File: config.mk
export PLATFORM = sky130hd
export DESIGN_NAME = trimmed_mean_of_scores
export DESIGN_NICKNAME = d
export VERILOG_FILES = /design/src/rtl/tms_pkg.sv /design/src/rtl/tms_alu.sv /design/src/rtl/trimmed_mean_of_scores.sv
export SDC_FILE = /design/constraint.sdc
export NUM_CORES = 1
export LEC_CHECK = 0
export BUFFER_PORTS_ARGS = -buffer_cell sky130_fd_sc_hd__buf_2
export CAP_MARGIN = 15
export CORE_MARGIN = 1
export CORE_UTILIZATION = 24
export DETAILED_ROUTE_END_ITERATION = 7
export GPL_TIMING_DRIVEN = 0
export PLACE_DENSITY_LB_ADDON = 0.05
export REMOVE_ABC_BUFFERS = 1
export SLEW_MARGIN = 0
export SYNTH_ARGS = -nofsm -noshare
export SYNTH_HDL_FRONTEND = slang
export SYNTH_HIERARCHICAL = 1
export SYNTH_SLANG_ARGS = --single-unit
export TNS_END_PERCENT = 100
File: constraint.sdc
create_clock -name clk -period 15.53 [get_ports clk]
set_input_delay 3.106 -clock clk [delete_from_list [all_inputs] [get_ports clk]]
set_output_delay 3.106 -clock clk [all_outputs]
set_load 0.05 [all_outputs]
File: src/rtl/tms_pkg.sv
`timescale 1ns / 1ps

package tms_pkg;

    localparam int SET_SIZE = 10;

    localparam int SCORE_W = 16;
    localparam int SUM_W   = 21;
    localparam int CNT_W   = 5;
    localparam int TRIM_W  = 2;

    // remaining scores after trimming one or two from each end
    localparam int KEPT_LIGHT = SET_SIZE - 2;
    localparam int KEPT_HEAVY = (SET_SIZE - 4 == 0) ? 1 : SET_SIZE - 4;

    // (x * recip) >> RECIP_SHIFT equals x / kept for any x below 2**SUM_W
    // as long as kept is no more than 17
    localparam int RECIP_SHIFT = SUM_W + 4;
    localparam int RECIP_W     = RECIP_SHIFT + 1;
    localparam int PROD_W      = SUM_W + RECIP_W;

    localparam logic [RECIP_W-1:0] RECIP_LIGHT =
        RECIP_W'(((1 << RECIP_SHIFT) + KEPT_LIGHT - 1) / KEPT_LIGHT);
    localparam logic [RECIP_W-1:0] RECIP_HEAVY =
        RECIP_W'(((1 << RECIP_SHIFT) + KEPT_HEAVY - 1) / KEPT_HEAVY);

    localparam logic [TRIM_W-1:0] TRIM_LIGHT = 2'd1;

    typedef enum logic [0:0] {
        ALU_ADD,
        ALU_SUB
    } alu_op_t;

    typedef enum logic [3:0] {
        S_IDLE,
        S_ADD,
        S_L0,
        S_L1,
        S_S0,
        S_S1,
        S_R_L0,
        S_R_S0,
        S_R_L1,
        S_R_S1,
        S_DONE
    } state_t;

endpackage

File: src/rtl/tms_alu.sv
`timescale 1ns / 1ps

module tms_alu (
    input  tms_pkg::alu_op_t             op,
    input  logic [tms_pkg::SUM_W-1:0]    a,
    input  logic [tms_pkg::SUM_W-1:0]    b,
    output logic [tms_pkg::SUM_W-1:0]    y,
    output logic                         carry
);

    logic [tms_pkg::SUM_W:0] full;

    // carry doubles as borrow on subtract: set when b > a
    always_comb
    begin
        case (op)
            tms_pkg::ALU_ADD: full = {1'b0, a} + {1'b0, b};
            tms_pkg::ALU_SUB: full = {1'b0, a} - {1'b0, b};
            default:          full = {1'b0, a} + {1'b0, b};
        endcase
        y     = full[tms_pkg::SUM_W-1:0];
        carry = full[tms_pkg::SUM_W];
    end

endmodule

File: src/rtl/trimmed_mean_of_scores.sv
`timescale 1ns / 1ps

// channel   direction  signals               notes
// request   in/out     start, busy, score    taken when start && !busy
// result    out        done, mean            one-cycle strobe, no back-pressure
// config    in         cfg_we, cfg_data      trim count, written when cfg_we
//
// a score that does not close the set keeps busy high after it is taken
// while it is summed and then compared once or twice on each end, all through
// one shared 21-bit adder/subtractor. the last score of a set adds 2 or 4 trim
// subtracts on the same unit and one state that divides by a reciprocal
// multiply, and busy stays high through them; done rises in the same cycle
// that busy drops. reset clears the set and sets the trim count to one.
// the receiver cannot stall: done and mean are valid for one cycle only.

module trimmed_mean_of_scores (
    input  logic                              clk,
    input  logic                              rst_n,
    input  logic                              start,
    output logic                              busy,
    input  logic [tms_pkg::SCORE_W-1:0]       score,
    output logic                              done,
    output logic [tms_pkg::SCORE_W-1:0]       mean,
    input  logic                              cfg_we,
    input  logic [tms_pkg::TRIM_W-1:0]        cfg_data
);

    localparam int SW = tms_pkg::SUM_W;
    localparam int QW = tms_pkg::SCORE_W;

    localparam logic [QW-1:0] ONES = {QW{1'b1}};

    tms_pkg::state_t state_reg, state_next;

    logic [tms_pkg::TRIM_W-1:0] trim_reg;
    logic [QW-1:0]              score_reg, score_next;
    logic [SW-1:0]              sum_reg, sum_next;
    logic [tms_pkg::CNT_W-1:0]  count_reg, count_next;
    logic [QW-1:0]              l0_reg, l0_next, l1_reg, l1_next;
    logic [QW-1:0]              s0_reg, s0_next, s1_reg, s1_next;
    logic [SW-1:0]              acc_reg, acc_next;
    logic                       done_reg, done_next;
    logic [QW-1:0]              mean_reg, mean_next;

    tms_pkg::alu_op_t alu_op;
    logic [SW-1:0]    alu_a, alu_b, alu_y;
    logic             alu_c;

    logic [SW-1:0]               score_ext;
    logic [tms_pkg::RECIP_W-1:0] recip;
    logic [tms_pkg::PROD_W-1:0]  product;
    logic                        last_score;

    tms_alu u_alu (
        .op    (alu_op),
        .a     (alu_a),
        .b     (alu_b),
        .y     (alu_y),
        .carry (alu_c)
    );

    assign score_ext  = {{(SW-QW){1'b0}}, score_reg};
    assign recip      = (trim_reg == tms_pkg::TRIM_LIGHT) ? tms_pkg::RECIP_LIGHT
                                                          : tms_pkg::RECIP_HEAVY;
    assign product    = {{tms_pkg::RECIP_W{1'b0}}, acc_reg} * {{SW{1'b0}}, recip};
    assign last_score = (count_reg == tms_pkg::CNT_W'(tms_pkg::SET_SIZE));

    always_ff @(posedge clk or negedge rst_n)
    begin
        if (!rst_n)
        begin
            state_reg <= tms_pkg::S_IDLE;
            trim_reg  <= tms_pkg::TRIM_LIGHT;
            sum_reg   <= '0;
            count_reg <= '0;
            l0_reg    <= '0;
            l1_reg    <= '0;
            s0_reg    <= ONES;
            s1_reg    <= ONES;
            done_reg  <= 1'b0;
        end
        else
        begin
            state_reg <= state_next;
            if (cfg_we)
            begin
                trim_reg <= cfg_data;
            end
            sum_reg   <= sum_next;
            count_reg <= count_next;
            l0_reg    <= l0_next;
            l1_reg    <= l1_next;
            s0_reg    <= s0_next;
            s1_reg    <= s1_next;
            done_reg  <= done_next;
        end
    end

    always_ff @(posedge clk)
    begin
        score_reg <= score_next;
        acc_reg   <= acc_next;
        mean_reg  <= mean_next;
    end

    always_comb
    begin
        state_next = state_reg;
        score_next = score_reg;
        sum_next   = sum_reg;
        count_next = count_reg;
        l0_next    = l0_reg;
        l1_next    = l1_reg;
        s0_next    = s0_reg;
        s1_next    = s1_reg;
        acc_next   = acc_reg;
        done_next  = 1'b0;
        mean_next  = mean_reg;
        alu_op     = tms_pkg::ALU_SUB;
        alu_a      = '0;
        alu_b      = '0;

        case (state_reg)
            tms_pkg::S_IDLE:
            begin
                if (start)
                begin
                    score_next = score;
                    state_next = tms_pkg::S_ADD;
                end
            end
            tms_pkg::S_ADD:
            begin
                alu_op     = tms_pkg::ALU_ADD;
                alu_a      = sum_reg;
                alu_b      = score_ext;
                sum_next   = alu_y;
                count_next = count_reg + 1'b1;
                state_next = tms_pkg::S_L0;
            end
            tms_pkg::S_L0:
            begin
                // borrow on l0 - score means score is the new largest
                alu_a = {{(SW-QW){1'b0}}, l0_reg};
                alu_b = score_ext;
                if (alu_c)
                begin
                    l1_next    = l0_reg;
                    l0_next    = score_reg;
                    state_next = tms_pkg::S_S0;
                end
                else
                begin
                    state_next = tms_pkg::S_L1;
                end
            end
            tms_pkg::S_L1:
            begin
                alu_a = {{(SW-QW){1'b0}}, l1_reg};
                alu_b = score_ext;
                if (alu_c)
                begin
                    l1_next = score_reg;
                end
                state_next = tms_pkg::S_S0;
            end
            tms_pkg::S_S0:
            begin
                alu_a = score_ext;
                alu_b = {{(SW-QW){1'b0}}, s0_reg};
                if (alu_c)
                begin
                    s1_next    = s0_reg;
                    s0_next    = score_reg;
                    state_next = last_score ? tms_pkg::S_R_L0 : tms_pkg::S_IDLE;
                end
                else
                begin
                    state_next = tms_pkg::S_S1;
                end
            end
            tms_pkg::S_S1:
            begin
                alu_a = score_ext;
                alu_b = {{(SW-QW){1'b0}}, s1_reg};
                if (alu_c)
                begin
                    s1_next = score_reg;
                end
                state_next = last_score ? tms_pkg::S_R_L0 : tms_pkg::S_IDLE;
            end
            tms_pkg::S_R_L0:
            begin
                alu_a      = sum_reg;
                alu_b      = {{(SW-QW){1'b0}}, l0_reg};
                acc_next   = alu_y;
                state_next = tms_pkg::S_R_S0;
            end
            tms_pkg::S_R_S0:
            begin
                alu_a    = acc_reg;
                alu_b    = {{(SW-QW){1'b0}}, s0_reg};
                acc_next = alu_y;
                state_next = (trim_reg == tms_pkg::TRIM_LIGHT) ? tms_pkg::S_DONE
                                                               : tms_pkg::S_R_L1;
            end
            tms_pkg::S_R_L1:
            begin
                alu_a      = acc_reg;
                alu_b      = {{(SW-QW){1'b0}}, l1_reg};
                acc_next   = alu_y;
                state_next = tms_pkg::S_R_S1;
            end
            tms_pkg::S_R_S1:
            begin
                alu_a      = acc_reg;
                alu_b      = {{(SW-QW){1'b0}}, s1_reg};
                acc_next   = alu_y;
                state_next = tms_pkg::S_DONE;
            end
            tms_pkg::S_DONE:
            begin
                done_next  = 1'b1;
                // quotient sits above the reciprocal's fraction bits
                mean_next  = product[tms_pkg::RECIP_SHIFT +: QW];
                sum_next   = '0;
                count_next = '0;
                l0_next    = '0;
                l1_next    = '0;
                s0_next    = ONES;
                s1_next    = ONES;
                state_next = tms_pkg::S_IDLE;
            end
            default:
            begin
                state_next = tms_pkg::S_IDLE;
            end
        endcase
    end

    assign busy = (state_reg != tms_pkg::S_IDLE);
    assign done = done_reg;
    assign mean = mean_reg;

endmodule

# Word level (Yosys, flattened, before mapping)
# Cells that the tools add are included.
# totals
regBits	150
output_inout_bits	18
word_cells	73
in_bits	22
# op_classes
eq_ne	17
addsub	3
reduce_logical	19
n_mux	21
multipliers	1
# op_table
op	count
$pmux 21 s5	1
$pmux 16 s3	2
$pmux 16 s5	1
$pmux 16 s2	2
$mux 16	3
$pmux 22 s2	1
$pmux 21 s2	1
$mul 21x23->41	1
$pmux 4 s10	1
$add 21x16->22	1
$sub 21x16->22	1
$mux 21	1
$eq 4x3->1 const B	4
$eq 4x4->1 const B	3
$pmux 5 s2	1
$mux 3	3
$eq 4x2->1 const B	2
$ne 2x1->1 const B	4
$reduce_or 2->1	4
$reduce_and 2->1	3
$reduce_and 3->1	2
$reduce_bool 2->1	3
$reduce_bool 3->1	2
$reduce_or 3->1	2
other kinds (11)	12

# Logic depth before layout (Yosys ltp)
# Gate-level depths: netlist of the first run.
# logic_depth
word_depth	7
mapped_depth	27
mapped_depth_nobuf	24

# Hierarchy
# Netlist of the first run, hierarchy kept.
# modules_own_cells
module	cells_each	area_each_um2	n_inst	seq_area_each_um2
trimmed_mean_of_scores	1384	13635.6	1	4060.1
tms_alu	224	1597.8	1	0.0

# Worst setup path after synthesis of the first run
# Ideal clock, no wire load.
# synth_path
kind	register -> register
startpoint	reg trim_reg[0] in the netlist's numbering
endpoint	reg mean_reg[15] (netlist: mean[15]), data pin
setup_time_ns	0.265
setup_slack_ns	9.070
arrival_ns	6.195
path_stages_with_launch	23
synth_period_minus_slack_ns	6.460
path_buffers	1
t_required_ns	15.265
path_cell_list	dfstp_2 nand2b_4 clkbuf_1 and2_1 ha_1 inv_1 fa_1 fa_1 inv_1 fa_1 fa_1 inv_1 fa_1 inv_1 fa_1 ha_1 nand4_1 nor2_1 o311ai_4 a2111oi_4 a2111oi_4 nor4_1 nor3b_2
# synth_between
elab_chain_len	3
# synth_lines
element	line	rtl
start: declaration	trimmed_mean_of_scores.sv:35	logic [tms_pkg::TRIM_W-1:0] trim_reg;
start signal: assignment	trimmed_mean_of_scores.sv:73	trim_reg <= tms_pkg::TRIM_LIGHT;
start signal: assignment	trimmed_mean_of_scores.sv:87	trim_reg <= cfg_data;
$eq 2x1->1	trimmed_mean_of_scores.sv:63	assign recip = (trim_reg == tms_pkg::TRIM_LIGHT) ? tms_pkg::RECIP_LIGHT
$mux 21	trimmed_mean_of_scores.sv:63	
$mul 21x23->41	trimmed_mean_of_scores.sv:65	assign product = {{tms_pkg::RECIP_W{1'b0}}, acc_reg} * {{SW{1'b0}}, recip};
via product (one bit)	trimmed_mean_of_scores.sv:51	logic [tms_pkg::PROD_W-1:0] product;
end signal: assignment	trimmed_mean_of_scores.sv:103	mean_reg <= mean_next;
end: declaration	trimmed_mean_of_scores.sv:43	logic [QW-1:0] mean_reg, mean_next;
# The timed path passes the listed nets, and every way through them passes these cells.
# A chain may end at the register's enable or synchronous reset.

# Worst setup path in the final report of the first run
# layout_path
startpoint	reg state_reg[0]
endpoint	reg l1_reg[14]
# layout_between
elab_chain_len	7
word_cells_on_any_way	27
classes_between	add/sub (2); eq/ne (12); mux (5); reduce/logical (8)
# layout_lines
element	line	rtl
start: declaration	trimmed_mean_of_scores.sv:33	tms_pkg::state_t state_reg, state_next;
start signal: assignment	trimmed_mean_of_scores.sv:72	state_reg <= tms_pkg::S_IDLE;
start signal: assignment	trimmed_mean_of_scores.sv:84	state_reg <= state_next;
$eq 4x2->1, or another cell as far along	trimmed_mean_of_scores.sv:123	case (state_reg)
$reduce_or 3->1 (no line) or $reduce_or 2->1 (tied branches)	n/a	
$pmux 16 s5 *	trimmed_mean_of_scores.sv:123	
via alu_b[7]	trimmed_mean_of_scores.sv:46	logic [SW-1:0] alu_a, alu_b, alu_y;
$sub 21x16->22 or $add 21x16->22 (tied branches)	n/a	
$pmux 22 s2 *	tms_alu.sv:16	case (op)
via alu_c	trimmed_mean_of_scores.sv:47	logic alu_c;
$ne 2x1->1 (no line)	n/a	
$reduce_and 3->1 (no line) *	n/a	
end signal: assignment	trimmed_mean_of_scores.sv:92	l1_reg <= l1_next;
end: declaration	trimmed_mean_of_scores.sv:39	logic [QW-1:0] l0_reg, l0_next, l1_reg, l1_next;
# Mark *: on every way through the listed nets, which the timed path passes. The rest lies on a longest branch.

==> results of run 1 <==
worst min path at each step:
| stage | endpoint | cells after the start |
|---|---|---|
| after floorplan | s1_reg[10] | 2 |
| after global placement | s1_reg[2] | 2 |
| after detailed placement | s1_reg[4] | 2 |
| after CTS | s1_reg[4] | 2 |
| after global routing | s1_reg[15] | 2 |
| final | s1_reg[6] | 2 |
through the flow:
stage               cells  hold WS [ns]   util  cell area (µm²)  setup slack (ns)
finish               2480         0.460  0.276            17200              7.60
global route         2480         0.473  0.276            17200              6.89
CTS                  2479         0.463  0.276            17200              7.36
detailed placement   2447         0.453  0.267            16600              7.39
global placement     2431         0.449  0.261            16300              3.58
floorplan            1555         0.443      -            15000              9.07
routing by layer:
layer | track usage | vias to the layer above | wire [µm]
met5 | 0 | - | 0
met3 | 0.0187 | 34 | 881
met4 | 0.0461 | 0 | 761
li1 | - | 5526 | -
met1 | 0.188 | 5277 | 21400
met2 | 0.235 | 134 | 20500
layout make-up:
type	instances	area, µm²	share of cell area
sequential	150	4060	0.236
timing repair buffer	56	468	0.0272
clock buffer	23	479	0.0279
tap	837	1050	0.0610
multi-input combinational	1186	10200	0.594
inverter	219	822	0.0479
clock inverter	9	92.6	0.00539
layout by cell type, fill, tap and decap left out, drive strengths merged, types with 9 or more instances in the layout:
cell type  instances
inv              222
ha               191
nand2            156
fa               130
a21oi            101
o21ai             99
nor2              89
a22oi             64
dfrtp             64
buf               56
edfxtp            53
xnor2             48
nand3             42
dfstp             33
a21o              31
a22o              27
nor2b             26
clkbuf            23
xor2              21
and2              19
nor3              16
nand4             12
conb              12
a31oi             12
nand2b             9
worst register-to-register path, stage by stage (launching register included):
cell and delay (ns):
sky130_fd_sc_hd__dfrtp_1 0.79, sky130_fd_sc_hd__nand2b_1 0.45, sky130_fd_sc_hd__nor3b_2 0.28, sky130_fd_sc_hd__buf_6 0.19
sky130_fd_sc_hd__a22oi_1 0.17, sky130_fd_sc_hd__nand3_1 0.26, sky130_fd_sc_hd__or4_4 0.57, sky130_fd_sc_hd__nor2_2 0.13
sky130_fd_sc_hd__nor4b_2 0.51, sky130_fd_sc_hd__a21oi_1 0.17, sky130_fd_sc_hd__xnor2_1 0.16, sky130_fd_sc_hd__ha_1 0.40
sky130_fd_sc_hd__a21o_1 0.20, sky130_fd_sc_hd__a21o_1 0.17, sky130_fd_sc_hd__a211oi_1 0.22, sky130_fd_sc_hd__o31a_1 0.27
sky130_fd_sc_hd__o31ai_1 0.14, sky130_fd_sc_hd__nor4_4 0.70, sky130_fd_sc_hd__nand3_1 0.90, sky130_fd_sc_hd__nand2_1 0.93
sky130_fd_sc_hd__nor2_1 0.10, sky130_fd_sc_hd__a21oi_1 0.14
Yosys cell counts (all sizes together) (3+ instances only):
cell type  number  share of area
a22o           27          0.016
a22oi          64          0.032
a21o           31          0.015
nand2         156          0.038
nor4            3         0.0016
clkbuf         52          0.013
o31ai           3         0.0015
o21bai          4         0.0020
dfrtp          64           0.11
nand4          12         0.0049
a31oi          12         0.0069
nor3           16         0.0056
nand2b          9         0.0042
o21a            4         0.0020
or3             5         0.0021
o21ai          99          0.033
a21oi         101          0.034
xnor2          48          0.028
nor2b          26          0.011
nor3b           3         0.0018
xor2           21          0.012
inv           219          0.054
o211ai          4         0.0023
ha            191           0.16
dfstp          33          0.057
and3            8         0.0033
fa            130           0.17
edfxtp         53           0.10
and2           19         0.0079
nand3          42          0.014
nor2           89          0.022
a211o           3         0.0017
a211oi          7         0.0038
buf            12         0.0044
and4            3         0.0019
kinds of logic (layout without fill, tap and decap cells):
family / count (synthesis) / count (layout)
and+or+nand+nor: 403 / 403
AOI/OAI and AO/OA: 377 / 377
adders and majority gates: 321 / 321
buffers and inverters: 283 / 307
DFF: 150 / 150
xor gates and xnor gates: 69 / 69
muxes: 4 / 4
other: 1 / 12
==> impl_results.md, run 1 <==
* Result of the run: finished clean
* Max Fclk at 126 MHz
* Dominant delay contributor by cell family on the critical path: simple AND/OR/NAND/NOR gates
* Compound-cell area share of the yosys netlist at 0.166
* Setup violators final at 0
* Number of antenna violations at the first check in global routing at 1
* Detailed router's first-iteration violation count at 554
* Clock latency reported for the late side of the worst-skew pair at 0.49 ns
* Number of buffers added to fix hold violations after cts at 0
* Async SR Flop Fraction at 0.647
* Routed len/inst at 17.6 µm
* RSZ-0062 raised after global routing: false
* XOR/XNOR Fraction of Synth Area at 0.0397
* Remaining global-route overflow at 0
* Worst reg2reg endpoint: l1_reg[14]
* Die Span X at 254 µm
* Gp weighted congestion at 0.780
* First-pass GRT wire length at 69000 µm
* Max-cap viol count at 0
* Post-route minimum period at 7.93 ns
* Critical path startpoint: state_reg[0]
* Number of cells upsized or downsized after cts at 0
* Critical path cell sequence: nand2b_1 -> nor3b_2 -> buf_6 -> a22oi_1 -> nand3_1 -> or4_4 -> nor2_2 -> nor4b_2 -> a21oi_1 -> xnor2_1 -> ha_1 -> a21o_1 -> a21o_1 -> a211oi_1 -> o31a_1 -> o31ai_1 -> nor4_4 -> nand3_1 -> nand2_1 -> nor2_1 -> a21oi_1
* Largest family of logic cells by synthesized area: adder cells
* Endpoint type of the worst setup path: register
* Remaining number of nets flagged by the antenna check after routing at 0
* #FFs+latches synth at 150
* Final hold violation count at 0
* HPWL after detailed placement at 34900 µm
* Layout overhead on the synthesized area at 12.7%
* Adder and majority cell fraction of the synthesized area at 0.328
* Reg2Reg Setup Slack at 7.60 ns
* Top FF cell, synth: sky130_fd_sc_hd__dfrtp_1
* Synthesized instance count at 1608
* Startpoint of the most critical register-to-register path: state_reg[0]
* CTS Buf Count at 17
* Ratio of routed vias to standard cells at 4.42
* Crit Path Max Fanout at 29
* Register area share after synthesis at 0.267
* ANT cells at 0
* Global-route usage over all layers at 0.141
* WP depth at 21
* H-tree levels at 4
* WP data arrival at 8.34 ns
* Summed negative setup slack over all endpoints at 0 ns
* Proportion of layout cells with a drive suffix above 1 at 0.0998
* Mean area per synthesized cell at 9.47 µm²
* Number of fillers in the final layout at 6726
* I/O pin cnt at 40
* Starting density of the core at 0.245
* Worst-margin pin slew at 1.10 ns
* Capture point of the critical path: l1_reg[14]
* Library cells used by synthesis at 83
* Post-layout net count at 1973
* Vias in the first global route at 11500
* Post-synth design cell area at 0.0152 mm²
* Initial DRT Pass Iterations at 4
* Hold path startpoint: s1_reg[6]
* Yosys warning count at 6
* Startpoint type of the worst setup path: register
* Number of cells traversed by the worst register-to-register path at 21
* Buffers inserted during post-CTS setup optimization at 0
* Kind of critical path: reg -> reg
* Placement Rows at 91
* Chip Height at 254 µm
* Clock slew seen by the registers of the worst setup and hold paths at 0.07 ns
* # port buffers at 39
* Total via count in the routed design at 11000
* Required time of the worst setup path at 15.93 ns
* Total Die Area at 0.0645 mm²
* Total length of routed wires at 43500 µm
* Hold WC Path Type: reg -> reg
* Post-synthesis simple-gate area fraction at 0.126
* Rel. slew slack at 0.267
* Clock Path Buffers at 2
* Cell with the biggest individual delay on the critical path: sky130_fd_sc_hd__nand2_1
* Final Cycle Share at 0.511
* TritonCTS clock tree: done
* Final routed DRC violation total at 0
* Buffer type at the clock tree root: sky130_fd_sc_hd__clkbuf_16
* Number of enable-type register cells in the synthesized netlist at 53
* Clk_skew at 0.0194 ns
* TritonCTS sink count at 150
* Mux contribution to synthesized area at 0.00279
* Number of pins exceeding their max-slew limit in the final report at 0
* Placeable core region at 0.0622 mm²
* Sum of buffers and inverters on the critical path at 1
* Crit path largest cell delay at 0.92 ns
* Maximum number of pins on one net before global-route repair at 61
Power of run 1 is not shown: default switching activity piles up to over one toggle a cycle in this logic, so the estimate is an artifact.
==> inputs of run 2 (changes only) <==
- clock period: 15.53 -> 7.95 ns (I/O delays scaled with it)
==> impl_results.md, run 2 (synthesis gave the netlist of run 1 again) <==
* Result of the run: finished clean
* Summed negative setup slack over all endpoints at 0 ns (unchanged)
* Startpoint type of the worst setup path: register
* Clock latency reported for the late side of the worst-skew pair at 0.49 ns (about the same)
* I/O pin cnt at 40 (unchanged)
* Startpoint of the most critical register-to-register path: state_reg[0]
* Kind of critical path: reg -> reg
* RSZ-0062 raised after global routing: false
* Required time of the worst setup path at 8.31 ns (-7.62 ns)
* Number of antenna violations at the first check in global routing at 1 (unchanged)
* First-pass GRT wire length at 69000 µm (unchanged)
* CTS Buf Count at 17 (unchanged)
* Worst-margin pin slew at 1.10 ns (-0.00462 ns)
* Chip Height at 254 µm (unchanged)
* Buffer type at the clock tree root: sky130_fd_sc_hd__clkbuf_16
* Crit Path Max Fanout at 29 (unchanged)
* # port buffers at 39 (unchanged)
* Reg2Reg Setup Slack at 0.62 ns (-6.97 ns)
* Remaining number of nets flagged by the antenna check after routing at 0 (unchanged)
* Die Span X at 254 µm (unchanged)
* Post-layout net count at 1973 (unchanged)
* Initial DRT Pass Iterations at 4 (unchanged)
* Clock Path Buffers at 2 (unchanged)
* Setup violators final at 0 (unchanged)
* Hold path startpoint: s1_reg[6]
* Max Fclk at 136 MHz (+8.3%)
* Gp weighted congestion at 0.780 (unchanged)
* Max-cap viol count at 0 (unchanged)
* Starting density of the core at 0.245 (unchanged)
* Detailed router's first-iteration violation count at 572 (+3.2%)
* Leading cell type in the layout, fill and taps excluded: sky130_fd_sc_hd__inv_1
* Clk_skew at 0.0185 ns (-0.000940 ns)
* Ratio of routed vias to standard cells at 4.42 (about the same)
* Worst Hold Depth at 2 (unchanged)
* HPWL after detailed placement at 34900 µm (unchanged)
* Total Die Area at 0.0645 mm² (unchanged)
* Final hold violation count at 0 (unchanged)
* Worst reg2reg endpoint: l0_reg[14]
* Post-layout instance count excluding filler cells at 2480 (unchanged)
* ANT cells at 0 (unchanged)
* Final Cycle Share at 0.922 (+0.411)
* Total via count in the routed design at 11000 (-0.055%)
* Final routed DRC violation total at 0 (unchanged)
* Number of buffers added to fix hold violations after cts at 0 (unchanged)
* Destination of the worst hold path: s1_reg[6]
* Post-Place Cells at 2447 (unchanged)
* Layout overhead on the synthesized area at 12.8% (about the same)
* Remaining global-route overflow at 0 (unchanged)
* Rel. slew slack at 0.270 (+0.00308)
* Vias in the first global route at 11500 (unchanged)
* Number of cells traversed by the worst register-to-register path at 21 (unchanged)
* Maximum number of pins on one net before global-route repair at 61 (unchanged)
* Endpoint type of the worst setup path: register
* Clock slew seen by the registers of the worst setup and hold paths at 0.07 ns (about the same)
* WP data arrival at 7.68 ns (-0.66 ns)
* Placeable core region at 0.0622 mm² (unchanged)
* TritonCTS clock tree: done
* TritonCTS sink count at 150 (unchanged)
* Number of pins exceeding their max-slew limit in the final report at 0 (unchanged)
* Placement Rows at 91 (unchanged)
* Proportion of layout cells with a drive suffix above 1 at 0.101 (+0.00122)
* Hold WC Path Type: reg -> reg
* Fin Hold WS at 0.460 ns (+0.00000300 ns)
* Global-route usage over all layers at 0.141 (unchanged)
* Routed len/inst at 17.6 µm (about the same)
* H-tree levels at 4 (unchanged)
* Post-Route Utilization at 0.276 (about the same)
* Post-route minimum period at 7.33 ns (-0.606 ns)
* Commonest cells after routing, fill and taps aside: sky130_fd_sc_hd__inv_1 (216), sky130_fd_sc_hd__ha_1 (191), sky130_fd_sc_hd__nand2_1 (156), sky130_fd_sc_hd__fa_1 (130), sky130_fd_sc_hd__a21oi_1 (97)
* Total length of routed wires at 43600 µm (about the same)
## run 2: cell count changes in the layout (fill, tap and decap cells not counted)
cell and delta:
sky130_fd_sc_hd__dfrtp_1 -1, sky130_fd_sc_hd__dfrtp_2 +1, sky130_fd_sc_hd__nand3_1 -1, sky130_fd_sc_hd__nand3_2 +1
## run 2: through the flow
step                      setup WS (ns)  instance area, µm²
after global routing             0.0179               17200
after CTS                         0.146               17200
final                             0.621               17200
after detailed placement         -0.191               16600
after floorplan                    1.49               15000
after global placement            -4.00               16300
## run 2: what timing repair did
action,4_1_cts,5_1_grt
resized for setup,1,1
pin swaps,0,0
setup buffers,0,0
setup endpoints to repair,32,32
gates cloned,0,0
endpoints found under the hold margin,0,0
## run 2: worst max path at each step
stage / depth (start not counted) / end / start
5_1_grt: 22 / l0_reg[10] / state_reg[0]
3_5_place_dp: 21 / l0_reg[15] / state_reg[0]
6_report: 21 / l0_reg[14] / state_reg[0]
2_1_floorplan: 21 / l0_reg[0] / state_reg[0]
4_1_cts: 21 / l0_reg[14] / state_reg[0]
3_3_place_gp: 18 / l0_reg[15] / state_reg[0]
## run 2: cell type report
type / count / area [µm²]
clock buffers: 23 / 479
clock inverters: 9 / 92.6
fillers: 6725 / 45000
inverters: 219 / 822
multi-input cells: 1186 / 10200
flip-flops and latches: 150 / 4060
well taps: 837 / 1050
repair buffers: 56 / 468
## run 2: per-layer routing
metal / wire (µm) / track usage / vias up / share of wire
li1: - / - / 5527 / -
met1: 21400 / 0.188 / 5269 / 0.49
met2: 20500 / 0.235 / 136 / 0.47
met3: 908 / 0.0187 / 33 / 0.021
met4: 775 / 0.0461 / 0 / 0.018
met5: 0 / 0 / - / 0
## run 2: critical path: stages (launching register included)
cell and delay [ns]:
sky130_fd_sc_hd__dfrtp_2 0.63, sky130_fd_sc_hd__nand2b_1 0.35, sky130_fd_sc_hd__nor3b_2 0.28, sky130_fd_sc_hd__buf_6 0.19, sky130_fd_sc_hd__a22oi_1 0.17, sky130_fd_sc_hd__nand3_1 0.26, sky130_fd_sc_hd__or4_4 0.57, sky130_fd_sc_hd__nor2_2 0.13
sky130_fd_sc_hd__nor4b_2 0.51, sky130_fd_sc_hd__a21oi_1 0.17, sky130_fd_sc_hd__xnor2_1 0.16, sky130_fd_sc_hd__ha_1 0.40, sky130_fd_sc_hd__a21o_1 0.20, sky130_fd_sc_hd__a21o_1 0.17, sky130_fd_sc_hd__a211oi_1 0.22, sky130_fd_sc_hd__o31a_1 0.27
sky130_fd_sc_hd__o31ai_1 0.14, sky130_fd_sc_hd__nor4_4 0.71, sky130_fd_sc_hd__nand3_2 0.64, sky130_fd_sc_hd__nor2_2 0.64, sky130_fd_sc_hd__buf_8 0.24, sky130_fd_sc_hd__o21ai_0 0.11
Power of run 2 is left out for the same reason.
==> inputs of run 3 (changes only) <==
- ABC_AREA: unset -> 1
==> impl_results.md, run 3 <==
* Number of enable-type register cells in the synthesized netlist at 53 (unchanged)
* Leading cell types by total area after synthesis: sky130_fd_sc_hd__fa_1 (16%), sky130_fd_sc_hd__ha_1 (15%), sky130_fd_sc_hd__inv_1 (10%), sky130_fd_sc_hd__nand2_1 (10%), sky130_fd_sc_hd__dfrtp_1 (9.8%)
* Result of the run: finished clean
* Leading cell type in the layout, fill and taps excluded: sky130_fd_sc_hd__inv_1
* WP data arrival at 7.61 ns (-0.07 ns)
* Reg2Reg Setup Slack at 0.58 ns (-0.04 ns)
* Worst-margin pin slew at 1.14 ns (+0.0409 ns)
* Summed negative setup slack over all endpoints at 0 ns (unchanged)
* Kind of critical path: reg -> reg
* Placeable core region at 0.0674 mm² (+8.4%)
* RSZ-0062 raised after global routing: false
* Proportion of layout cells with a drive suffix above 1 at 0.0697 (-0.0314)
* Crit Path Max Fanout at 19 (-34%)
* Clock latency reported for the late side of the worst-skew pair at 0.48 ns (about the same)
* #FFs+latches synth at 150 (unchanged)
* Clock slew seen by the registers of the worst setup and hold paths at 0.08 ns (about the same)
* Hold WC Path Type: reg -> reg
* Post-layout net count at 2483 (+26%)
* Final WS setup at 0.577 ns (-0.0447 ns)
* Clock Path Buffers at 2 (unchanged)
* Library cells used by synthesis at 47 (-43%)
* Initial DRT Pass Iterations at 7 (+3)
* Area used by multi-input combinational logic at 0.0105 mm² (+2.6%)
* Placement Setup Slack at 0.144 ns (+0.335 ns)
* Final Cycle Share at 0.927 (+0.00562)
* Final routed DRC violation total at 0 (unchanged)
* Buffers inserted during post-CTS setup optimization at 0 (unchanged)
* Number of pins exceeding their max-slew limit in the final report at 0 (unchanged)
* Setup violators final at 0 (unchanged)
* H-tree levels at 4 (unchanged)
* Startpoint type of the worst setup path: register
* HPWL after detailed placement at 45900 µm (+32%)
* Endpoint type of the worst setup path: register
* Layout overhead on the synthesized area at 11.1%
* Yosys top cell by area: sky130_fd_sc_hd__fa_1
* Startpoint of the most critical register-to-register path: trim_reg[1]
* Mean area per synthesized cell at 7.80 µm² (-18%)
* Max Fclk at 136 MHz (-0.61%)
* # port buffers at 39 (unchanged)
* Number of cells traversed by the worst register-to-register path at 26 (+24%)
* ANT cells at 0 (unchanged)
* Placement Rows at 95 (+4.4%)
* Chip Height at 263 µm (+3.7%)
* Commonest cells after routing, fill and taps aside: sky130_fd_sc_hd__inv_1 (445), sky130_fd_sc_hd__nand2_1 (438), sky130_fd_sc_hd__ha_1 (191), sky130_fd_sc_hd__nor2_1 (185), sky130_fd_sc_hd__fa_1 (130)
* Clk_skew at 0.0227 ns (+0.00417 ns)
* Async SR Flop Fraction at 0.647 (unchanged)
* Maximum number of pins on one net before global-route repair at 73 (+20%)
* Max-cap viol count at 0 (unchanged)
* Global-route usage over all layers at 0.164 (+0.0223)
* Synthesized instance count at 2101 (+31%)
* Area share of the largest cell type after synthesis at 0.159 (-0.0120)
* Register area share after synthesis at 0.248 (-0.0186)
* Total length of routed wires at 55300 µm (+27%)
* Starting density of the core at 0.243 (-0.00201)
* TritonCTS sink count at 150 (unchanged)
* Post-route minimum period at 7.37 ns (+0.0447 ns)
* Total Die Area at 0.0693 mm² (+7.5%)
* Destination of the worst hold path: s1_reg[10]
* Remaining number of nets flagged by the antenna check after routing at 0 (unchanged)
* Number of fillers in the final layout at 7391 (+9.9%)
* Most used standard cell by instance count after synthesis: sky130_fd_sc_hd__inv_1
* Worst reg2reg endpoint: mean[15]
* List of most frequent post-synthesis cells: sky130_fd_sc_hd__inv_1 (445), sky130_fd_sc_hd__nand2_1 (438), sky130_fd_sc_hd__ha_1 (191)
* Yosys warning count at 6 (unchanged)
* I/O pin cnt at 40 (unchanged)
* Gp weighted congestion at 0.871 (+12%)
* Routed len/inst at 18.3 µm (+4.0%)
* Total area of sequential cells at 0.00406 mm² (about the same)
* Total via count in the routed design at 13500 (+23%)
* Buffer type at the clock tree root: sky130_fd_sc_hd__clkbuf_16
* Die Span X at 263 µm (+3.7%)
* Vias in the first global route at 14000 (+22%)
* Top FF cell, synth: sky130_fd_sc_hd__dfrtp_1
* TritonCTS clock tree: done
* Number of antenna violations at the first check in global routing at 0 (-1)
* Remaining global-route overflow at 0 (unchanged)
* Required time of the worst setup path at 8.19 ns (-0.12 ns)
* Worst Hold Depth at 2 (unchanged)
* Ratio of routed vias to standard cells at 4.45 (+0.64%)
* First-pass GRT wire length at 85200 µm (+24%)
* Post-synth design cell area at 0.0164 mm² (+7.5%)
* Hold path startpoint: s1_reg[10]
* CTS Buf Count at 17 (unchanged)
* Final hold violation count at 0 (unchanged)
* Detailed router's first-iteration violation count at 562 (-1.7%)
* Rel. slew slack at 0.243 (-0.0273)
[run 3: changes by cell type after synthesis, sizes merged, moves of 16 or more]
| cell | previous run | this run |
|---|---|---|
| nand2 | 156 | 445 |
| and2 | 19 | 1 |
| xnor2 | 48 | 12 |
| o22ai | 2 | 65 |
| nand3 | 42 | 82 |
| a21o | 31 | 4 |
| nor2 | 89 | 200 |
| clkbuf | 52 | 10 |
| buf | 12 | 28 |
| a22o | 27 | 0 |
| o221ai | 0 | 16 |
| inv | 219 | 456 |
| a22oi | 64 | 6 |
| nor2b | 26 | 0 |
[run 3: cell families after synthesis]
family / after synthesis / share of synthesized area
buffers and inverters: 495 / 0.117
other: 1 / 0.000229
AND/OR/NAND/NOR: 768 / 0.193
flip-flops: 150 / 0.248
XOR/XNOR: 34 / 0.0182
multiplexers: 1 / 0.000687
adder cells (fa/ha/maj): 321 / 0.305
AO/OA/AOI/OAI: 331 / 0.118
[run 3: per-stage QoR]
stage	hold slack (ns)	instances	instance area, µm²	util
after global placement	0.461	2990	17500	0.260
after floorplan	0.435	2078	16200	-
final	0.477	3026	18200	0.270
after detailed placement	0.464	2994	17600	0.262
after CTS	0.477	3026	18200	0.270
after global routing	0.494	3026	18200	0.270
[run 3: area by class of cell]
cell class / count / share of cell area
Clock buffer: 18 / 0.0241
Clock inverter: 14 / 0.00694
Inverter: 457 / 0.0945
Multi-Input combinational cell: 1471 / 0.576
Sequential cell: 150 / 0.223
Tap cell: 873 / 0.0600
Timing Repair Buffer: 43 / 0.0157
[run 3: how the worst max path moves through the flow]
| stage | slack, ns | end | from |
|---|---|---|---|
| after global placement | 0.16 | mean[15] | trim_reg[1] |
| after detailed placement | 0.14 | mean[15] | trim_reg[1] |
| after CTS | 0.10 | mean[15] | trim_reg[1] |
| after global routing | 0.1 | mean[15] | trim_reg[1] |
| after floorplan | 2.12 | mean[15] | trim_reg[0] |
| final | 0.58 | mean[15] | trim_reg[1] |
[run 3: metal layers]
metal | vias up | wire (µm) | share of wire | GRT usage
met5 | - | 0 | 0 | 0
met4 | 0 | 1270 | 0.023 | 0.0504
met3 | 58 | 1030 | 0.019 | 0.0190
met2 | 166 | 28000 | 0.51 | 0.294
met1 | 6471 | 25000 | 0.45 | 0.203
li1 | 6770 | - | - | -
[run 3: what timing repair did]
item | 4_1_cts | 5_1_grt
hold buffers | 0 | 0
endpoints found under the setup margin | 0 | 7
resized for setup | 0 | 1
[run 3: critical path, cell delays in order (launching register included)]
cell	delay [ns]
sky130_fd_sc_hd__dfrtp_1	0.33
sky130_fd_sc_hd__inv_1	0.05
sky130_fd_sc_hd__nand2_1	0.33
sky130_fd_sc_hd__clkinvlp_4	0.53
sky130_fd_sc_hd__nor2_1	0.50
sky130_fd_sc_hd__ha_1	0.36
sky130_fd_sc_hd__ha_1	0.35
sky130_fd_sc_hd__inv_1	0.09
sky130_fd_sc_hd__fa_1	0.64
sky130_fd_sc_hd__fa_1	0.55
sky130_fd_sc_hd__inv_1	0.06
sky130_fd_sc_hd__fa_1	0.54
sky130_fd_sc_hd__inv_1	0.05
sky130_fd_sc_hd__fa_1	0.48
sky130_fd_sc_hd__inv_1	0.06
sky130_fd_sc_hd__fa_1	0.45
sky130_fd_sc_hd__ha_1	0.32
sky130_fd_sc_hd__nand2_1	0.16
sky130_fd_sc_hd__inv_1	0.05
sky130_fd_sc_hd__a21boi_0	0.53
sky130_fd_sc_hd__nand2_1	0.12
sky130_fd_sc_hd__nand2_1	0.10
sky130_fd_sc_hd__nand2_1	0.08
sky130_fd_sc_hd__nor2_1	0.21
sky130_fd_sc_hd__nand2_1	0.08
sky130_fd_sc_hd__nand2_1	0.06
sky130_fd_sc_hd__nand2_1	0.05
Power of run 3 is left out for the same reason.
